--- src/sv/fleq_pkg.sv ---
`timescale 1ns / 1ps
`default_nettype none

package fleq_pkg;

  // Widths of the word fields.
  localparam int unsigned TIME_W  = 48;
  localparam int unsigned KIND_W  = 3;
  localparam int unsigned REF_W   = 32;
  localparam int unsigned LEVEL_W = 6;
  localparam int unsigned CNT_W   = 32;
  localparam int unsigned LAG_W   = 32;

  // Input word modes.
  localparam logic [1:0] MODE_ENQUEUE = 2'd0;
  localparam logic [1:0] MODE_TICK    = 2'd1;
  localparam logic [1:0] MODE_INIT    = 2'd2;
  localparam logic [1:0] MODE_UNUSED  = 2'd3;

  typedef enum logic [3:0] {
    ST_ACCEPTED    = 4'd0,
    ST_RELEASED    = 4'd1,
    ST_TICK_DONE   = 4'd2,
    ST_NOT_READY   = 4'd3,
    ST_INVALID     = 4'd4,
    ST_STALE       = 4'd5,
    ST_OVERFLOW    = 4'd6,
    ST_BACKWARDS   = 4'd7,
    ST_FAILED      = 4'd8,
    ST_INITIALIZED = 4'd9
  } status_t;

  // Datapath operations issued by the controller.
  typedef enum logic [3:0] {
    OP_NONE,
    OP_REPORT,
    OP_INIT,
    OP_STALE,
    OP_OVERFLOW,
    OP_INSERT,
    OP_TICK_START,
    OP_RELEASE,
    OP_GAP_FAIL,
    OP_TICK_DONE
  } op_t;

  typedef struct packed {
    logic    capture;
    op_t     op;
    status_t code;
  } dp_cmd_t;

  typedef struct packed {
    logic [1:0] mode;
    logic       ready;
    logic       failed;
    logic       kind_bad;
    logic       stale;
    logic       full;
    logic       backwards;
    logic       head_due;
    logic       head_gap_bad;
    logic       final_gap_bad;
  } dp_flags_t;

endpackage

`default_nettype wire

--- src/sv/fleq_ctrl.sv ---
`timescale 1ns / 1ps
`default_nettype none

module fleq_ctrl (
  input  wire logic                clk,
  input  wire logic                rst_n,
  input  wire logic                start,
  output logic                     busy,
  input  wire fleq_pkg::dp_flags_t flags,
  output fleq_pkg::dp_cmd_t        cmd
);
  import fleq_pkg::*;

  typedef enum logic [1:0] {
    S_IDLE,
    S_EXEC,
    S_TICK
  } state_t;

  state_t state_r, state_nxt;
  logic   busy_r, busy_nxt;

  assign busy = busy_r;

  always_comb begin
    state_nxt   = state_r;
    cmd.capture = 1'b0;
    cmd.op      = OP_NONE;
    cmd.code    = ST_ACCEPTED;
    unique case (state_r)
      S_IDLE: begin
        if (start) begin
          cmd.capture = 1'b1;
          state_nxt   = S_EXEC;
        end
      end
      S_EXEC: begin
        state_nxt = S_IDLE;
        if (flags.mode == MODE_INIT) begin
          cmd.op   = OP_INIT;
          cmd.code = ST_INITIALIZED;
        end else if (flags.mode == MODE_UNUSED) begin
          cmd.op   = OP_REPORT;
          cmd.code = ST_INVALID;
        end else if (!flags.ready) begin
          cmd.op   = OP_REPORT;
          cmd.code = ST_NOT_READY;
        end else if (flags.failed) begin
          cmd.op   = OP_REPORT;
          cmd.code = ST_FAILED;
        end else if (flags.mode == MODE_ENQUEUE) begin
          if (flags.kind_bad) begin
            cmd.op   = OP_REPORT;
            cmd.code = ST_INVALID;
          end else if (flags.stale) begin
            cmd.op   = OP_STALE;
            cmd.code = ST_STALE;
          end else if (flags.full) begin
            cmd.op   = OP_OVERFLOW;
            cmd.code = ST_OVERFLOW;
          end else begin
            cmd.op   = OP_INSERT;
            cmd.code = ST_ACCEPTED;
          end
        end else if (flags.backwards) begin
          cmd.op   = OP_REPORT;
          cmd.code = ST_BACKWARDS;
        end else begin
          cmd.op    = OP_TICK_START;
          state_nxt = S_TICK;
        end
      end
      S_TICK: begin
        if (flags.head_due) begin
          if (flags.head_gap_bad) begin
            cmd.op    = OP_GAP_FAIL;
            cmd.code  = ST_FAILED;
            state_nxt = S_IDLE;
          end else begin
            cmd.op   = OP_RELEASE;
            cmd.code = ST_RELEASED;
          end
        end else if (flags.final_gap_bad) begin
          cmd.op    = OP_GAP_FAIL;
          cmd.code  = ST_FAILED;
          state_nxt = S_IDLE;
        end else begin
          cmd.op    = OP_TICK_DONE;
          cmd.code  = ST_TICK_DONE;
          state_nxt = S_IDLE;
        end
      end
      default: state_nxt = S_IDLE;
    endcase
    busy_nxt = (state_nxt != S_IDLE);
  end

  always_ff @(posedge clk) begin
    if (!rst_n) begin
      state_r <= S_IDLE;
      busy_r  <= 1'b0;
    end else begin
      state_r <= state_nxt;
      busy_r  <= busy_nxt;
    end
  end

endmodule

`default_nettype wire

--- config.mk ---
export PLATFORM = sky130hd
export DESIGN_NAME = fleq_ctrl
export DESIGN_NICKNAME = d
export VERILOG_FILES = /design/src/sv/fleq_pkg.sv /design/src/sv/fleq_ctrl.sv
export SDC_FILE = /design/constraint.sdc
export NUM_CORES = 1
export LEC_CHECK = 0
export ABC_AREA = 1
export BUFFER_PORTS_ARGS = -buffer_cell sky130_fd_sc_hd__buf_4
export CAP_MARGIN = 20
export CELL_PAD_IN_SITES_DETAIL_PLACEMENT = 1
export CELL_PAD_IN_SITES_GLOBAL_PLACEMENT = 2
export CORE_MARGIN = 2
export CORE_UTILIZATION = 20
export CTS_CLUSTER_SIZE = 30
export DETAILED_ROUTE_END_ITERATION = 8
export PLACE_DENSITY = 0.82
export RECOVER_POWER = 50
export SYNTH_ARGS = -nofsm -noshare
export SYNTH_HDL_FRONTEND = slang
export SYNTH_SLANG_ARGS = --single-unit
--- constraint.sdc ---
create_clock -name clk -period 1.5 [get_ports clk]
set_input_delay 0.15 -clock clk [delete_from_list [all_inputs] [get_ports clk]]
set_output_delay 0.15 -clock clk [all_outputs]
set_load 0.03 [all_outputs]
Yosys cells after proc, flatten, opt, wreduce, memory -nomap -nowiden
Cells that the tools add are included.

word-level totals
  bits in registers = 3
  input port bits = 14

cells by class
  eq/ne operators = 4
  multiplexer cells = 26
  reductions and logical operators = 3

operators by type and width
  operator              number
  $mux W8               7
  $mux W2               9
  $pmux W8 S2           1
  $mux W7               2
  $mux W5               2
  $eq A2 B2 Y1 const B  3
  $mux W3               2
  $pmux W2 S3           1
  $logic_not A2 Y1      2
  $eq A2 B1 Y1 const B  1
  $mux W1               2
  $reduce_bool A2 Y1    1

Logic depth before layout (Yosys ltp)
Gate-level depths: netlist of the first run.

  word-level depth = 9
  depth in mapped cells = 8
  mapped depth without buffers = 8

Least setup slack after synthesis of the first run
Ideal clock, no wire load.

  kind = register to output
  start point = reg state_r[0]
  end point = out cmd[3] in the netlist's numbering
  arrival = 1.984 ns
  required time = 1.350 ns
  setup slack = -0.634 ns
  cell stages (with the launch flop) = 7
  path buffers = 0
  cells stage by stage = dfxtp_1 inv_1 ha_1 inv_1 nor3_1 nand2_1 o21ai_0

RTL lines
  what                    RTL line          RTL
  from (decl)             fleq_ctrl.sv:20   state_t state_r, state_nxt;
  from (signal assigned)  fleq_ctrl.sv:103  state_r <= state_nxt;
  to (decl)               fleq_ctrl.sv:10   output fleq_pkg::dp_cmd_t cmd

==> results.ini, run 1 <==
[placed_design]
io_buffer_count=23
dp_slack_ps=60.1
gp_congestion=0.793
hpwl_um=1230

[setup_path]
start_kind=register
timing.rr.start=state_r[0]
critical_path.max_stage_delay_ps=370
worstPathArrival_ps=1420
cp.required_ps=1350
cp.depth=7
cp_slowest_cell=dfxtp_4
regToRegEndpoint=busy
worstPathBufferInverterCount=3
path_cells=inv_4 -> ha_4 -> inv_6 -> nor3_4 -> nand2_2 -> o21ai_4 -> buf_6
rr_worst_depth=7
critPathMaxFanout=6
critPathTopFamily=flip-flops
crit_type=reg -> out
worstSetupStartpoint=state_r[0]
endpoint=cmd[3]
rrSetupSlack_ps=280
cp-end-kind=primary output

[final_layout]
fin_nets=134
drive_above_1_share_pct=41.7
syn_to_final_growth_pct=73.8
final_cell_mix=21 x nand2_1, 21 x buf_4, 15 x inv_1
antenna_cells=0

[synth]
synth.avg_cell_area_sq_um=5.50
syn_nets=104
synthCells=86
synth_cell_type_count=16
synthTopCellsByArea=nand2_1 17%, inv_1 15%, dfxtp_1 13%, ha_1 11%, nor2_1 8.7%
yosysSeqAreaShare_pct=12.7
synth.ff_latch_count=3
yosys.area.top_type_share_pct=17.5
syn-cell-area_sq_um=473
yosysWarnings=0
yosysTopAreaCell=nand2_1

[sta]
drv_slew=0
fmax_mhz=639
setup_violations=5
hold_viol=0
worst_pin_slew_ps=358
timing.final.ws_setup_ps=-66.2
rsz0062_at_grt=true
timing.final.crit_share_pct=104
clock_skew_ps=1.04
relSlewSlack_pct=76.2
hold-worst-slack_ps=183
period_minus_slack_ps=1570

[power_and_ir_drop]
power_mw=0.407
power_frac_seq_pct=22.0
switching_power_mw=0.149
p_int_mw=0.258
pwr-share-comb_pct=43.6
leakagePower_nw=0.389
vdd_drop_max_mv=0.381
pwr-share-clk_pct=34.4
power_density_nw_per_um2=496
swShare_pct=36.7

[die]
design.portCount=24
start_util_pct=21.2
die_h_um=52.6
die_area_sq_um=2770
rows=17
chipWidth_um=52.6
core_sq_um=2230

[drt]
via_per_inst=4.32
firstDrtPassIters=2
avgRoutedWirePerCell_um=10.7
vias=618
routed_wl_um=1540
initialDrtViolationCount=7
drc=0
ant_nets=0

[run]
drv_cap=0

[clock_network]
clk_latency_ps=230
worst_setup_hold_path_clk_slew_ps=40
cts.sink_count=3
ctsHoldBuffers=0
cts_buffers=3
cts_root_buffer=clkbuf_4
clockBufferDepth=2
cts_tree=yes
htreeDepth=1

[global_route]
antenna_found_initial=0
grt_overflow=0
grt_pass1_wl_um=2520
grt_pass1_vias=601
grt_max_degree=7
gr-usage-all-layers_pct=12.3

[worst_hold_path]
hp-class=in -> reg

[outcome]
violations=setup timing
status=finished with violations

[kinds of logic (layout without fill, tap and decap cells)]
group	Yosys count	after routing	share of synthesized area [%]
flip-flops	3	3	12.7
adder cells (fa/ha/maj)	4	4	10.6
AO/OA/AOI/OAI	14	14	15.6
AND/OR/NAND/NOR	46	46	46.0
buffers and inverters	19	48	15.1
[stage by stage]
| step | instance area, sq um | std cells | util (%) | setup TNS [ps] |
|---|---|---|---|---|
| 6_report | 822 | 143 | 36.8 | -139 |
| 3_3_place_gp | 716 | 138 | 32.0 | 0 |
| 3_5_place_dp | 716 | 138 | 32.0 | 0 |
| 4_1_cts | 810 | 142 | 36.2 | -130 |
| 5_1_grt | 822 | 143 | 36.8 | -630 |
| 2_1_floorplan | 500 | 86 | - | 0 |
[layer usage]
layer | GRT usage, % | vias to the layer above | wire length (um)
met4 | 3.85 | 0 | 0
met5 | 0 | - | 0
met3 | 2.86 | 0 | 67
li1 | - | 321 | -
met1 | 15.1 | 285 | 670
met2 | 20.8 | 12 | 798
[worst register-to-register path: stages (launching register included)]
cell     delay, ps
dfxtp_4        370
inv_4           50
ha_4           160
nand2_2        110
o21ai_0        110
nand2_1         70
nand2_1         70
o21a_1         160
[synthesized netlist by cell type]
cell and count:
nand3_1 5, nand3b_1 1, nor2_4 3, inv_1 19
ha_1 4, dfxtp_1 3, nand2_2 1, o21ai_0 5
nor3_1 1, a21oi_1 7, nor2_1 11, a31oi_1 1
o21a_1 1, nor2_2 1, nand3_2 1, nand2_1 22
[final cells by class]
class                           count  area [sq um]
Timing Repair Buffer               25           195
Tap cell                           28          35.0
Multi-Input combinational cell     64           414
Sequential cell                     3          67.6
Inverter                           19          83.8
Clock buffer                        4          26.3
Fill cell                         307          1410
[power by group through the flow]
stage	clock network [mW]	logic, mW	registers [mW]
6_report	0.140	0.178	0.0896
4_1_cts	0.148	0.177	0.0899
3_3_place_gp	0	0.157	0.0903
3_5_place_dp	0	0.159	0.0906
5_1_grt	0.157	0.196	0.0904
2_1_floorplan	0	0.0875	0.0950
[sequential cells by signal, indices dropped and copies added (netlist names)]
name and flops:
state_r 2, busy 1
[worst min path at each step]
stage          startpoint  depth (start not counted)  slack, ps    endpoint
2_1_floorplan       rst_n                          2        290  state_r[0]
3_3_place_gp        rst_n                          3        400  state_r[1]
3_5_place_dp        rst_n                          3        420  state_r[0]
4_1_cts             rst_n                          3        180  state_r[0]
5_1_grt             rst_n                          3        190  state_r[1]
6_report            rst_n                          3        180  state_r[0]
[repair_timing]
item                       CTS  global route
setup buffers                0             1
gates resized for setup     18             3
pin swaps                    9             2
hold endpoints to repair     0             0
setup endpoints to repair    8             8
Power figures use the tool's default switching activity.
==> run 2: changes to the inputs <==
Settings changed: GPL_TIMING_DRIVEN from default to 0.
==> results.ini, run 2 (synthesis gave the netlist of run 1 again) <==
[drt]
initialDrtViolationCount=1
routed_wl_um=1700
firstDrtPassIters=2
ant_nets=0
via_per_inst=4.39
drc=0
avgRoutedWirePerCell_um=11.5
vias=650

[sta]
rsz0062_at_grt=true
clock_skew_ps=3.56
worst_pin_slew_ps=395
fmax_mhz=629
setup_violations=6
relSlewSlack_pct=73.4
hold_viol=0
timing.final.ws_setup_ps=-90.9
period_minus_slack_ps=1590
drv_slew=0
timing.final.crit_share_pct=106

[setup_path]
rrSetupSlack_ps=110
worstPathArrival_ps=1440
start_kind=register
critPathMaxFanout=3
cp-end-kind=primary output
crit_type=reg -> out
cp.required_ps=1350

[power_and_ir_drop]
power_frac_seq_pct=20.0
pwr-share-comb_pct=48.5
leakagePower_nw=0.424
swShare_pct=37.1
p_int_mw=0.280
vdd_drop_max_mv=0.377
switching_power_mw=0.166
pwr-share-clk_pct=31.6
power_density_nw_per_um2=485

[clock_network]
htreeDepth=1
clk_latency_ps=230
cts_tree=yes
cts_root_buffer=clkbuf_4
cts_buffers=3
ctsHoldBuffers=0
cts.sink_count=3
worst_setup_hold_path_clk_slew_ps=40
clockBufferDepth=2

[final_layout]
largest_reg_flops=2
layout_commonest_cell=buf_4
drive_above_1_share_pct=48.3
fin_cells=148
fin_util_pct=41.2
syn_to_final_growth_pct=94.4
final_cell_mix=23 x buf_4, 19 x nand2_1, 15 x inv_1
fin_nets=139
antenna_cells=0
top_register=state_r

[placed_design]
gp_congestion=0.728
io_buffer_count=23
hpwl_um=1270
place_inst=137

[die]
die_h_um=52.6
start_util_pct=21.2
chipWidth_um=52.6
die_area_sq_um=2770
design.portCount=24
core_sq_um=2230
rows=17

[outcome]
violations=setup timing
status=finished with violations

[worst_hold_path]
hp-class=in -> reg

[global_route]
grt_pass1_wl_um=2730
antenna_found_initial=0
gr-usage-all-layers_pct=12.8
grt_pass1_vias=683
grt_overflow=0
grt_max_degree=7

[run]
drv_cap=0

-- run 2: path summary, 6_finish.rpt --
path / from / endpoint / cells past startpoint
min: rst_n / state_r[1] / 3
max reg2reg: state_r[0] / busy / 7
max: state_r[0] / cmd[3] / 7
min reg2reg: state_r[0] / state_r[0] / 5
-- run 2: routing by layer --
metal	share of wire [%]	GRT usage [%]	wire [um]	vias to the layer above
li1	-	-	-	331
met1	42	14.5	717	307
met2	56	24.4	952	12
met3	1.8	1.71	30	0
met4	0	3.85	0	0
met5	0	0	0	-
-- run 2: final cells by class --
cell class | instances | area, sq um
Clock buffer | 4 | 26.3
Fill cell | 299 | 1310
Inverter | 19 | 83.8
Multi-Input combinational cell | 64 | 454
Sequential cell | 3 | 67.6
Tap cell | 28 | 35.0
Timing Repair Buffer | 30 | 253
-- run 2: worst max-delay path: stages (launching register included) --
cell	delay (ps)
dfxtp_4	370
inv_4	40
ha_4	280
inv_6	40
nor3_4	180
nand2_2	80
o21ai_4	60
buf_6	140
-- run 2: through the flow --
stage	total power, mW	TNS (ps)	instance area [sq um]	setup WS (ps)	hold slack, ps
after global routing	0.483	-714	920	-168	189
final	0.446	-206	920	-90.9	180
after detailed placement	0.250	0	708	41.6	419
after CTS	0.426	-386	827	-97.7	175
after global placement	0.245	0	708	56.5	403
after floorplan	0.183	0	500	17.6	295
-- run 2: power by group through the flow --
stage / logic [mW] / registers (mW) / clock network (mW)
final: 0.216 / 0.0891 / 0.141
after global routing: 0.236 / 0.0898 / 0.157
after CTS: 0.190 / 0.0892 / 0.147
after detailed placement: 0.159 / 0.0907 / 0
after global placement: 0.155 / 0.0908 / 0
after floorplan: 0.0875 / 0.0950 / 0
-- run 2: what timing repair did --
action                                  4_1_cts  5_1_grt
setup buffers                                 3        4
endpoints found under the setup margin        8        8
gates cloned                                  0        0
gates resized for setup                      12       18
pin swaps                                     3        5
hold endpoints to repair                      0        0
